<file path="config.mk">
export PLATFORM = sky130hd
export DESIGN_NAME = uv_sphere_index_generator_top_flat
export DESIGN_NICKNAME = d
export VERILOG_FILES = /design/src/hdl/uvs_pkg.sv /design/src/hdl/uvs_in_if.sv /design/src/hdl/uvs_out_if.sv /design/src/hdl/uv_sphere_index_generator_top.sv /design/src/flat_wrapper.sv
export SDC_FILE = /design/constraint.sdc
export NUM_CORES = 1
export LEC_CHECK = 0
export BUFFER_PORTS_ARGS = -buffer_cell sky130_fd_sc_hd__buf_2
export CAP_MARGIN = 20
export CELL_PAD_IN_SITES_DETAIL_PLACEMENT = 1
export CELL_PAD_IN_SITES_GLOBAL_PLACEMENT = 2
export CORE_MARGIN = 10
export CORE_UTILIZATION = 35
export CTS_BUF_LIST = sky130_fd_sc_hd__clkbuf_16
export CTS_CLUSTER_DIAMETER = 50
export DETAILED_ROUTE_END_ITERATION = 8
export MAX_ROUTING_LAYER = met4
export PLACE_DENSITY_LB_ADDON = 0.1
export SLEW_MARGIN = 0
export SYNTH_ARGS = -nofsm -noshare
export SYNTH_HDL_FRONTEND = slang
export SYNTH_SLANG_ARGS = --single-unit
</file>
<file path="constraint.sdc">
create_clock -name clk -period 6.57 [get_ports clk]
set_input_delay 0.3285 -clock clk [delete_from_list [all_inputs] [get_ports clk]]
set_output_delay 0.3285 -clock clk [all_outputs]
set_load 0.05 [all_outputs]
</file>
<file path="src/hdl/uvs_pkg.sv">
package uvs_pkg;

    // Register and field widths
    localparam int unsigned CountWidth = 9;
    localparam int unsigned IndexWidth = 17;
    localparam int unsigned PartWidth  = 2;
    localparam int unsigned CfgAddrWidth = 2;

    // Register limits
    localparam logic [CountWidth-1:0] SliceMin = 9'd3;
    localparam logic [CountWidth-1:0] SliceMax = 9'd256;
    localparam logic [CountWidth-1:0] StackMin = 9'd2;
    localparam logic [CountWidth-1:0] StackMax = 9'd256;

    localparam logic [CountWidth-1:0] SliceReset = 9'd16;
    localparam logic [CountWidth-1:0] StackReset = 9'd8;
    // (8+1)*(16+1) and (8-1)*(16+1)
    localparam logic [IndexWidth-1:0] VertexTotalReset = 17'd153;
    localparam logic [IndexWidth-1:0] SouthBaseReset   = 17'd119;

    // Register indexes
    localparam logic [CfgAddrWidth-1:0] CfgSliceCount = 2'd0;
    localparam logic [CfgAddrWidth-1:0] CfgStackCount = 2'd1;

    // Output part codes
    localparam logic [PartWidth-1:0] PartCodeNorth = 2'd0;
    localparam logic [PartWidth-1:0] PartCodeBody  = 2'd1;
    localparam logic [PartWidth-1:0] PartCodeSouth = 2'd2;

    // Walk phase
    typedef enum logic [2:0] {
        PH_NORTH = 3'b001,
        PH_BODY  = 3'b010,
        PH_SOUTH = 3'b100
    } phase_t;

    // Corner codes; in the body CORNER_RESTART marks the strip break
    localparam logic [1:0] CornerFirst   = 2'd0;
    localparam logic [1:0] CornerSecond  = 2'd1;
    localparam logic [1:0] CornerThird   = 2'd2;
    localparam logic [1:0] CornerRestart = 2'd2;

endpackage

</file>
<file path="src/hdl/uvs_in_if.sv">
interface uvs_in_if;
    logic valid;
    logic ready;
    logic start_new;

    modport source (output valid, output start_new, input ready);
    modport sink   (input valid, input start_new, output ready);
endinterface

</file>
<file path="src/hdl/uvs_out_if.sv">
interface uvs_out_if;
    logic                             valid;
    logic                             ready;
    logic [uvs_pkg::IndexWidth-1:0]   vertex_index;
    logic                             is_restart;
    logic [uvs_pkg::PartWidth-1:0]    part;
    logic                             last_index;

    modport source (output valid, output vertex_index, output is_restart,
                    output part, output last_index, input ready);
    modport sink   (input valid, input vertex_index, input is_restart,
                    input part, input last_index, output ready);
endinterface

</file>
<file path="src/hdl/uv_sphere_index_generator_top.sv">
// UV sphere index generator. Each transfer on the step channel yields exactly
// one transfer on the result channel carrying the next entry of the sphere's
// index list: north cap triangles (3 per slice), body triangle strips with a
// restart entry (value = vertex count) between strips, then south cap
// triangles (3 per slice). start_new = 1 restarts the list and returns its
// first entry. One entry per clock while result.ready holds: the walk counters
// and the index adder sit between the counter registers and a single result
// register, and the step channel stays ready while that register is empty or
// being drained, so each entry shows in the cycle after its step transfer.
// Configuration writes (slice_count at index 0, stack_count at index 1,
// saturated to 3..256 and 2..256) restart the walk; they must be issued only
// while no result is outstanding. Writes to other indexes are ignored.
module uv_sphere_index_generator_top (
    input  logic                              clk,
    input  logic                              rst_n,
    input  logic                              cfg_wr_en,
    input  logic [uvs_pkg::CfgAddrWidth-1:0]  cfg_addr,
    input  logic [uvs_pkg::CountWidth-1:0]    cfg_wdata,
    uvs_in_if.sink                            step,
    uvs_out_if.source                         result
);

    // ------------------------------------------------------------------
    // Configuration registers plus the two derived totals. The products
    // are taken at write time so the walk never sees a multiplier.
    // ------------------------------------------------------------------
    logic [uvs_pkg::CountWidth-1:0] slice_reg, slice_next;
    logic [uvs_pkg::CountWidth-1:0] stack_reg, stack_next;
    logic [uvs_pkg::IndexWidth-1:0] vtotal_reg, vtotal_next;
    logic [uvs_pkg::IndexWidth-1:0] sbase_reg, sbase_next;

    logic [uvs_pkg::CountWidth-1:0] sat_slice, sat_stack;
    logic                           cfg_hit;
    logic [uvs_pkg::CountWidth:0]   slice_p1_w, stack_p1_w, stack_m1_w;
    logic [2*uvs_pkg::CountWidth+1:0] vtotal_prod, sbase_prod;

    always_comb
    begin
        sat_slice = cfg_wdata;
        if (cfg_wdata < uvs_pkg::SliceMin)
            sat_slice = uvs_pkg::SliceMin;
        else if (cfg_wdata > uvs_pkg::SliceMax)
            sat_slice = uvs_pkg::SliceMax;

        sat_stack = cfg_wdata;
        if (cfg_wdata < uvs_pkg::StackMin)
            sat_stack = uvs_pkg::StackMin;
        else if (cfg_wdata > uvs_pkg::StackMax)
            sat_stack = uvs_pkg::StackMax;

        slice_next = slice_reg;
        stack_next = stack_reg;
        cfg_hit    = 1'b0;
        if (cfg_wr_en)
        begin
            unique case (cfg_addr)
                uvs_pkg::CfgSliceCount:
                begin
                    slice_next = sat_slice;
                    cfg_hit    = 1'b1;
                end
                uvs_pkg::CfgStackCount:
                begin
                    stack_next = sat_stack;
                    cfg_hit    = 1'b1;
                end
                default:
                begin
                    cfg_hit = 1'b0;
                end
            endcase
        end

        slice_p1_w  = {1'b0, slice_next} + 10'd1;
        stack_p1_w  = {1'b0, stack_next} + 10'd1;
        stack_m1_w  = {1'b0, stack_next} - 10'd1;
        vtotal_prod = stack_p1_w * slice_p1_w;
        sbase_prod  = stack_m1_w * slice_p1_w;
        vtotal_next = vtotal_prod[uvs_pkg::IndexWidth-1:0];
        sbase_next  = sbase_prod[uvs_pkg::IndexWidth-1:0];
    end

    always_ff @(posedge clk or negedge rst_n)
    begin
        if (!rst_n)
        begin
            slice_reg  <= uvs_pkg::SliceReset;
            stack_reg  <= uvs_pkg::StackReset;
            vtotal_reg <= uvs_pkg::VertexTotalReset;
            sbase_reg  <= uvs_pkg::SouthBaseReset;
        end
        else if (cfg_hit)
        begin
            slice_reg  <= slice_next;
            stack_reg  <= stack_next;
            vtotal_reg <= vtotal_next;
            sbase_reg  <= sbase_next;
        end
    end

    // ------------------------------------------------------------------
    // Walk state
    // ------------------------------------------------------------------
    uvs_pkg::phase_t                phase_reg, phase_next, ph;
    logic [uvs_pkg::CountWidth-1:0] ring_reg, ring_next, ring;
    logic [uvs_pkg::CountWidth-1:0] slc_reg, slc_next, slc;
    logic [1:0]                     corner_reg, corner_next, corner;
    logic [uvs_pkg::IndexWidth-1:0] base_reg, base_next, base;

    // result register
    logic                           out_valid_reg;
    logic [uvs_pkg::IndexWidth-1:0] idx_reg, idx_next;
    logic                           rst_flag_reg, rst_flag_next;
    logic [uvs_pkg::PartWidth-1:0]  part_reg, part_next;
    logic                           last_reg, last_next;

    logic step_xfer;
    logic [uvs_pkg::CountWidth:0]   s_p1, s_p2, slc_inc;
    logic [uvs_pkg::CountWidth-1:0] ring_inc, stack_m2;
    logic [uvs_pkg::IndexWidth-1:0] s_p1_x, s_p2_x, slc_x;

    assign step.ready = !out_valid_reg || result.ready;
    assign step_xfer  = step.valid && step.ready;

    always_comb
    begin
        // start_new restarts the walk before this entry is produced
        if (step.start_new)
        begin
            ph     = uvs_pkg::PH_NORTH;
            ring   = '0;
            slc    = '0;
            corner = uvs_pkg::CornerFirst;
            base   = '0;
        end
        else
        begin
            ph     = phase_reg;
            ring   = ring_reg;
            slc    = slc_reg;
            corner = corner_reg;
            base   = base_reg;
        end

        s_p1     = {1'b0, slice_reg} + 10'd1;
        s_p2     = {1'b0, slice_reg} + 10'd2;
        slc_inc  = {1'b0, slc} + 10'd1;
        ring_inc = ring + 9'd1;
        stack_m2 = stack_reg - 9'd2;
        s_p1_x   = {{(uvs_pkg::IndexWidth-uvs_pkg::CountWidth-1){1'b0}}, s_p1};
        s_p2_x   = {{(uvs_pkg::IndexWidth-uvs_pkg::CountWidth-1){1'b0}}, s_p2};
        slc_x    = {{(uvs_pkg::IndexWidth-uvs_pkg::CountWidth){1'b0}}, slc};

        // entry value
        rst_flag_next = 1'b0;
        last_next     = 1'b0;
        idx_next      = base + slc_x;
        part_next     = uvs_pkg::PartCodeNorth;
        unique case (ph)
            uvs_pkg::PH_NORTH:
            begin
                part_next = uvs_pkg::PartCodeNorth;
                if (corner == uvs_pkg::CornerSecond)
                    idx_next = slc_x + s_p1_x;
                else if (corner == uvs_pkg::CornerThird)
                    idx_next = slc_x + s_p2_x;
                else
                    idx_next = slc_x;
            end
            uvs_pkg::PH_BODY:
            begin
                part_next = uvs_pkg::PartCodeBody;
                if (corner == uvs_pkg::CornerRestart)
                begin
                    idx_next      = vtotal_reg;
                    rst_flag_next = 1'b1;
                end
                else if (corner == uvs_pkg::CornerSecond)
                    idx_next = base + slc_x + s_p1_x;
            end
            uvs_pkg::PH_SOUTH:
            begin
                part_next = uvs_pkg::PartCodeSouth;
                if (corner == uvs_pkg::CornerSecond)
                    idx_next = base + slc_x + 17'd1;
                else if (corner == uvs_pkg::CornerThird)
                    idx_next = base + slc_x + s_p1_x;
                last_next = (slc_inc == {1'b0, slice_reg})
                            && (corner == uvs_pkg::CornerThird);
            end
            default:
            begin
                part_next = uvs_pkg::PartCodeNorth;
            end
        endcase

        // advance
        phase_next  = ph;
        ring_next   = ring;
        slc_next    = slc;
        corner_next = corner;
        base_next   = base;
        if (ph == uvs_pkg::PH_BODY)
        begin
            if (corner == uvs_pkg::CornerRestart)
                corner_next = uvs_pkg::CornerFirst;
            else if (corner == uvs_pkg::CornerFirst)
                corner_next = uvs_pkg::CornerSecond;
            else
            begin
                corner_next = uvs_pkg::CornerFirst;
                slc_next    = slc_inc[uvs_pkg::CountWidth-1:0];
                if (slc_inc > {1'b0, slice_reg})
                begin
                    // strip done: next ring pair or south cap
                    slc_next  = '0;
                    ring_next = ring_inc;
                    base_next = base + s_p1_x;
                    if (ring_inc >= stack_m2)
                    begin
                        phase_next = uvs_pkg::PH_SOUTH;
                        base_next  = sbase_reg;
                    end
                    else
                        corner_next = uvs_pkg::CornerRestart;
                end
            end
        end
        else if (corner != uvs_pkg::CornerThird)
            corner_next = corner + 2'd1;
        else
        begin
            corner_next = uvs_pkg::CornerFirst;
            slc_next    = slc_inc[uvs_pkg::CountWidth-1:0];
            if (slc_inc >= {1'b0, slice_reg})
            begin
                slc_next = '0;
                if (ph == uvs_pkg::PH_NORTH)
                begin
                    if (stack_reg > uvs_pkg::StackMin)
                    begin
                        phase_next = uvs_pkg::PH_BODY;
                        ring_next  = '0;
                        base_next  = s_p1_x;
                    end
                    else
                    begin
                        // two stacks: no body
                        phase_next = uvs_pkg::PH_SOUTH;
                        base_next  = sbase_reg;
                    end
                end
                else
                begin
                    // end of list: wrap
                    phase_next = uvs_pkg::PH_NORTH;
                    ring_next  = '0;
                    base_next  = '0;
                end
            end
        end
    end

    always_ff @(posedge clk or negedge rst_n)
    begin
        if (!rst_n)
        begin
            phase_reg     <= uvs_pkg::PH_NORTH;
            ring_reg      <= '0;
            slc_reg       <= '0;
            corner_reg    <= uvs_pkg::CornerFirst;
            base_reg      <= '0;
            out_valid_reg <= 1'b0;
        end
        else
        begin
            if (cfg_hit)
            begin
                // register write restarts the walk
                phase_reg  <= uvs_pkg::PH_NORTH;
                ring_reg   <= '0;
                slc_reg    <= '0;
                corner_reg <= uvs_pkg::CornerFirst;
                base_reg   <= '0;
            end
            else if (step_xfer)
            begin
                phase_reg  <= phase_next;
                ring_reg   <= ring_next;
                slc_reg    <= slc_next;
                corner_reg <= corner_next;
                base_reg   <= base_next;
            end

            if (step_xfer)
                out_valid_reg <= 1'b1;
            else if (result.ready)
                out_valid_reg <= 1'b0;
        end
    end

    // payload: no reset needed
    always_ff @(posedge clk)
    begin
        if (step_xfer)
        begin
            idx_reg      <= idx_next;
            rst_flag_reg <= rst_flag_next;
            part_reg     <= part_next;
            last_reg     <= last_next;
        end
    end

    assign result.valid        = out_valid_reg;
    assign result.vertex_index = idx_reg;
    assign result.is_restart   = rst_flag_reg;
    assign result.part         = part_reg;
    assign result.last_index   = last_reg;

    // ------------------------------------------------------------------
    // Assertions
    // ------------------------------------------------------------------
    a_restart_in_body: assert property (@(posedge clk) disable iff (!rst_n)
        (out_valid_reg && rst_flag_reg) |-> (part_reg == uvs_pkg::PartCodeBody))
        else $error("restart entry outside body");

    a_last_in_south: assert property (@(posedge clk) disable iff (!rst_n)
        (out_valid_reg && last_reg) |-> (part_reg == uvs_pkg::PartCodeSouth))
        else $error("last entry outside south cap");

    a_cfg_restarts: assert property (@(posedge clk) disable iff (!rst_n)
        cfg_hit |=> (phase_reg == uvs_pkg::PH_NORTH && corner_reg == uvs_pkg::CornerFirst
                     && slc_reg == '0 && base_reg == '0))
        else $error("config write did not restart walk");

    a_totals: assert property (@(posedge clk) disable iff (!rst_n)
        (sbase_reg + {7'd0, slice_reg, 1'b0} + 17'd2) == vtotal_reg)
        else $error("south base and vertex total disagree");

    a_corner_range: assert property (@(posedge clk) disable iff (!rst_n)
        corner_reg != 2'd3)
        else $error("corner counter out of range");

endmodule
</file>
<file path="src/flat_wrapper.sv">
// flat-port wrapper written by rule: the top's interface ports become plain ports
module uv_sphere_index_generator_top_flat 
  (clk, rst_n, cfg_wr_en, cfg_addr, cfg_wdata, step_valid, step_start_new, step_ready, result_valid, result_vertex_index, result_is_restart, result_part, result_last_index, result_ready);
  uvs_in_if step_i ();
  uvs_out_if result_i ();
  input  logic clk;
  input  logic rst_n;
  input  logic cfg_wr_en;
  input  logic [uvs_pkg::CfgAddrWidth-1:0] cfg_addr;
  input  logic [uvs_pkg::CountWidth-1:0] cfg_wdata;
  input wire logic [$bits(step_i.valid)-1:0] step_valid;
  input wire logic [$bits(step_i.start_new)-1:0] step_start_new;
  output wire logic [$bits(step_i.ready)-1:0] step_ready;
  output wire logic [$bits(result_i.valid)-1:0] result_valid;
  output wire logic [$bits(result_i.vertex_index)-1:0] result_vertex_index;
  output wire logic [$bits(result_i.is_restart)-1:0] result_is_restart;
  output wire logic [$bits(result_i.part)-1:0] result_part;
  output wire logic [$bits(result_i.last_index)-1:0] result_last_index;
  input wire logic [$bits(result_i.ready)-1:0] result_ready;
  assign step_i.valid = step_valid;
  assign step_i.start_new = step_start_new;
  assign step_ready = step_i.ready;
  assign result_valid = result_i.valid;
  assign result_vertex_index = result_i.vertex_index;
  assign result_is_restart = result_i.is_restart;
  assign result_part = result_i.part;
  assign result_last_index = result_i.last_index;
  assign result_i.ready = result_ready;
  uv_sphere_index_generator_top u_core (.clk(clk), .rst_n(rst_n), .cfg_wr_en(cfg_wr_en), .cfg_addr(cfg_addr), .cfg_wdata(cfg_wdata), .step(step_i), .result(result_i));
endmodule
</file>
### Word-level counts from Yosys, hierarchy flattened

Index checks and enable logic that the tools add are counted.
W data, S select, Z words.

| storage, ports and cells | value |
|---|---|
| register bits | 114 |
| bits of input ports | 17 |
| output and inout port bits | 23 |
| word-level logic and storage cells | 128 |

| cells by class | value |
|---|---|
| $add $sub $neg | 15 |
| multipliers | 2 |
| $lt $le $gt $ge | 7 |
| equal/unequal tests | 8 |
| multiplexer cells | 73 |
| reduce and logical (&&, ||, !) cells | 9 |

Operators with widths:

| kind | count |
|---|---|
| $mux W17 | 18 |
| $mux W9 | 27 |
| $pmux W17 S3 | 1 |
| $add A9 B1 Y10 const B | 4 |
| $mux W3 | 12 |
| $add A17 B10 Y17 | 2 |
| $mul A10 B10 Y17 | 2 |
| $add A9 B10 Y11 | 2 |
| $lt A9 B2 Y1 const B | 2 |
| $mux W2 | 9 |
| $add A17 B1 Y17 const B | 1 |
| $add A17 B9 Y17 | 1 |
| $add A9 B2 Y10 const B | 1 |
| $eq A10 B9 Y1 | 1 |
| $ge A10 B9 Y1 | 1 |
| $gt A10 B9 Y1 | 1 |
| $sub A9 B1 Y10 const B | 1 |
| $add A9 B1 Y9 const B | 1 |
| $ge A9 B9 Y1 | 1 |
| $gt A9 B2 Y1 const B | 1 |
| $gt A9 B9 Y1 const B | 1 |
| $sub A9 B2 Y9 const B | 1 |
| $mux W1 | 5 |
| $eq A2 B1 Y1 const B | 2 |
| 13 further kinds | 16 |

### Depth between registers and ports, before layout

| logic depth | value |
|---|---|
| depth after elaboration | 10 |
| mapped depth | 30 |

### Worst setup path after synthesis

Ideal clock, no wire load.

| timing path | value |
|---|---|
| path kind | input to register |
| from | in cfg_wdata[6] in the netlist's numbering |
| to | reg u_core.vtotal_reg[16] in the netlist's numbering |
| arrival time | 6877 ps |
| setup slack | -436 ps |
| stages on the path | 29 |
| buffers on the path | 3 |
| cell sequence | nor4_4 > a21oi_1 > o31a_1 > buf_4 > inv_2 > clkbuf_1 > ha_1 > nand2_2 > nor2_1 > xnor2_1 > clkbuf_1 > nor2_1 > fa_1 > fa_1 > inv_1 > fa_1 > inv_1 > fa_1 > inv_1 > fa_1 > inv_1 > ha_1 > a21oi_1 > nand2_1 > a41o_1 > o41ai_1 > o21ai_0 > xnor2_1 > o21ai_1 |

| between the ends | value |
|---|---|
| cells in the longest elaborated chain, start to end | 7 |
| elaborated cells on any way between the ends | 13 |

RTL lines:

| what | RTL line | text |
|---|---|---|
| from (decl) | flat_wrapper.sv:10 | `input logic [uvs_pkg::CountWidth-1:0] cfg_wdata;` |
| $gt A9 B9 Y1 | uv_sphere_index_generator_top.sv:42 | `else if (cfg_wdata > uvs_pkg::SliceMax)` |
| $mux W9 | uv_sphere_index_generator_top.sv:42 |  |
| $mux W9 (*) | uv_sphere_index_generator_top.sv:40 | `if (cfg_wdata < uvs_pkg::SliceMin)` |
| $mux W9 (*) | uv_sphere_index_generator_top.sv:56 | `unique case (cfg_addr)` |
| $mux W9 (*) | uv_sphere_index_generator_top.sv:54 | `if (cfg_wr_en)` |
| named net u_core.slice_next (one bit) | uv_sphere_index_generator_top.sv:27 | `logic [uvs_pkg::CountWidth-1:0] slice_reg, slice_next;` |
| $add A9 B1 Y10 (*) | uv_sphere_index_generator_top.sv:74 | `slice_p1_w = {1'b0, slice_next} + 10'd1;` |
| $mul A10 B10 Y17 (*) | uv_sphere_index_generator_top.sv:77 | `vtotal_prod = stack_p1_w * slice_p1_w;` |
| to (signal assigned) | uv_sphere_index_generator_top.sv:89 | `vtotal_reg <= uvs_pkg::VertexTotalReset;` |
| to (signal assigned) | uv_sphere_index_generator_top.sv:96 | `vtotal_reg <= vtotal_next;` |
| to (decl) | uv_sphere_index_generator_top.sv:29 | `logic [uvs_pkg::IndexWidth-1:0] vtotal_reg, vtotal_next;` |

Mark *: on every way through the listed nets, which the timed path passes. The rest lies on a longest branch.
A chain may end at the register's enable or synchronous reset.

### Worst setup path in the final report

| timing path | value |
|---|---|
| from | in cfg_wdata[6] in the netlist's numbering |
| to | reg u_core.vtotal_reg[15] in the netlist's numbering |

| between the ends | value |
|---|---|
| cells in the longest elaborated chain, start to end | 7 |
| elaborated cells on any way between the ends | 13 |

RTL lines:

| what | RTL line |
|---|---|
| $gt A9 B9 Y1 | uv_sphere_index_generator_top.sv:42, uv_sphere_index_generator_top.sv:48 |
| $mux W9 | uv_sphere_index_generator_top.sv:42, uv_sphere_index_generator_top.sv:48 |
| $mux W9 (on tied branches) | uv_sphere_index_generator_top.sv:46, uv_sphere_index_generator_top.sv:40 |
| $mux W9 | uv_sphere_index_generator_top.sv:56 |
| $mux W9 | uv_sphere_index_generator_top.sv:54 |
| $add A9 B1 Y10 (on tied branches) | uv_sphere_index_generator_top.sv:75, uv_sphere_index_generator_top.sv:74 |
| $mul A10 B10 Y17 (*) | uv_sphere_index_generator_top.sv:77 |

Mark *: on every way between the ends. The rest lies on a longest branch, timed or not.

==> flow_summary.ini <==
[run_status]
outcome = completed

[timing]
hold-worst-slack_ns = 0.0520
worst_pin_slew_ns = 1.01
fmax_ghz = 0.160
fin_skew_ns = 0.0102
tns_ns = 0
max-slew-margin-rel_pct = 32.5
rsz0062_at_grt = true
final.min_clock_period_ns = 6.25
setup_viol = 0
hold_viol = 0
slew_viol_final = 0
fin_crit_sh_pct = 95.1

[logic_synthesis]
syn_inst = 2044
synth-warning-count = 0
syn_avg_cell_area_um2 = 8.06
synthAdderAreaFrac_pct = 27.6
synth-edff-count = 21
synth_xor_area_share_pct = 7.86
ys_seq_elements = 113
synth-seq-area-share_pct = 17.9
synth_nets = 2349
synth_top_family_by_area = adder cells
synth-main-ff-cell = dfrtp_1
synth_cell_types = 93
ys_async_sr_fraction_pct = 81.4
syn_area_um2 = 16500
synthMuxAreaShare_pct = 1.01
synth_compound_area_share_pct = 19.7
yosys.area_share.simple_pct = 19.1

[finish]
fin_nets = 2515
diodes = 0
n_fill_cell = 5601
design_area_um2 = 19200
layout_commonest_cell = nand2_1
layout_common_cells = nand2_1, nor2_1, inv_1, buf_4, ha_1
drive_gt1_share_pct = 14.9
area_delta_synth_final_pct = 16.8

[drt]
drtPass1Iterations = 5
drtIter0Drc = 1007
vias = 15711
antenna_left = 0
wl_um = 64800
wire_per_inst_um = 22.9
detail_route.drc_violations = 0
vias_per_cell = 5.55

[cts]
clock_sinks = 113
clk_pin_slew_ns = 0.06
clk_latency_ns = 0.49
clockRootBuffer = clkbuf_16
cts_tree = yes
numCtsBuffers = 17
htreeDepth = 4
clk_path_buf_depth = 2

[placement]
post-dp-hpwl_um = 52300
placed_area_um2 = 18600
portBuffers = 39
gp_congestion = 0.899

[floorplan]
dieArea_um2 = 56200
core_area_um2 = 46600
io_pins = 40
die_w_um = 237
start_util_pct = 35.4
placementRows = 79
die_h_um = 237

[critical_path]
start_kind = primary input
cpMostUsedCell = fa_1
required_ns = 6.91
cp_top_family = adder cells
worst-path-buf-inv = 9
critPathSlowestCell = fa_1
critPathMaxFanout = 3
slowest_delay_ns = 0.54
arrival_ns = 6.59
crit_type = in -> reg
endpoint_kind = register

[grt]
grt_pass1_vias = 16579
grt.overflow.total = 0
grt_max_degree = 64
grt_pass1_wl_um = 99400
antenna_found_initial = 0
gr-usage-all-layers_pct = 23.7

[flow_run]
max_cap_violations = 0

[pwr]
power_mw = 5.62
ir_worst_vdd_mv = 0.173
power_density_nw_per_um2 = 292
leakagePower_nw = 9.21

[hold_path]
hold_path.class = in -> reg
## Yosys cell counts, drive strengths merged (34+ instances only)
cell type | instances | area, um2
nand2 | 253 | 952
nor2 | 214 | 803
inv | 206 | 776
ha | 163 | 2040
o21ai | 127 | 636
fa | 125 | 2500
a21oi | 117 | 593
xnor2 | 102 | 901
dfrtp | 80 | 2000
clkbuf | 70 | 264
nand3 | 54 | 275
xor2 | 45 | 394
nor3 | 34 | 186
## metal layers
metal / part of all wire [%] / vias up / track usage [%] / wire [um]
met4: 3.6 / 0 / 9.79 / 2350
met5: 0 / - / - / 0
met3: 3.6 / 101 / 3.08 / 2320
met2: 49 / 321 / 39.0 / 31500
li1: - / 7369 / - / -
met1: 44 / 7920 / 28.7 / 28600
## where the power goes
group          total (mW)  leakage, nW  internal [mW]  switching, mW
sequential           1.03         1.38          0.861          0.166
clock               0.938        0.298          0.553          0.385
combinational        3.65         7.53           1.61           2.05
## per-stage QoR
step	setup slack, ns	utilization (%)	instances
6_report	0.321	41.3	2830
2_1_floorplan	-0.0381	-	2044
5_1_grt	-0.0443	41.3	2830
3_3_place_gp	-0.190	39.9	2790
4_1_cts	0.156	41.1	2823
3_5_place_dp	-0.317	39.9	2790
## logic make-up after synthesis
logic type                 Yosys count
AOI/OAI and AO/OA                  490
buffers and inverters              298
xor gates and xnor gates           147
and+or+nand+nor                    692
DFF                                113
muxes                               16
adders and majority gates          288
## final timing paths
kind	to	start	depth (start not counted)	slack, ns
max	u_core.vtotal_reg[15]	cfg_wdata[6]	30	0.32
min in group asynchronous	u_core.slc_reg[4]	rst_n	2	0.39
min	u_core.result.valid	step_valid	2	0.05
max reg2reg	u_core.sbase_reg[15]	u_core.stack_reg[1]	26	0.35
min reg2reg	u_core.vtotal_reg[3]	u_core.vtotal_reg[3]	2	0.47
max in group asynchronous	u_core.stack_reg[4]	rst_n	3	4.91
## final cells by class
type                       count  area (um2)  share of cell area [%]
timing repair buffer         236        1680                    8.72
multi-input combinational   1633       12500                    65.0
clock inverter                13        91.3                   0.475
inverter                     209         787                    4.09
sequential                   113        2950                    15.3
clock buffer                  19         475                    2.47
tap                          607         759                    3.95
## what timing repair did
action	CTS	global route
buffers inserted	0	7
hold endpoints to repair	38	0
endpoints found under the setup margin	0	12
resized for setup	0	15
hold buffers	1	0
Power figures use the tool's default switching activity.
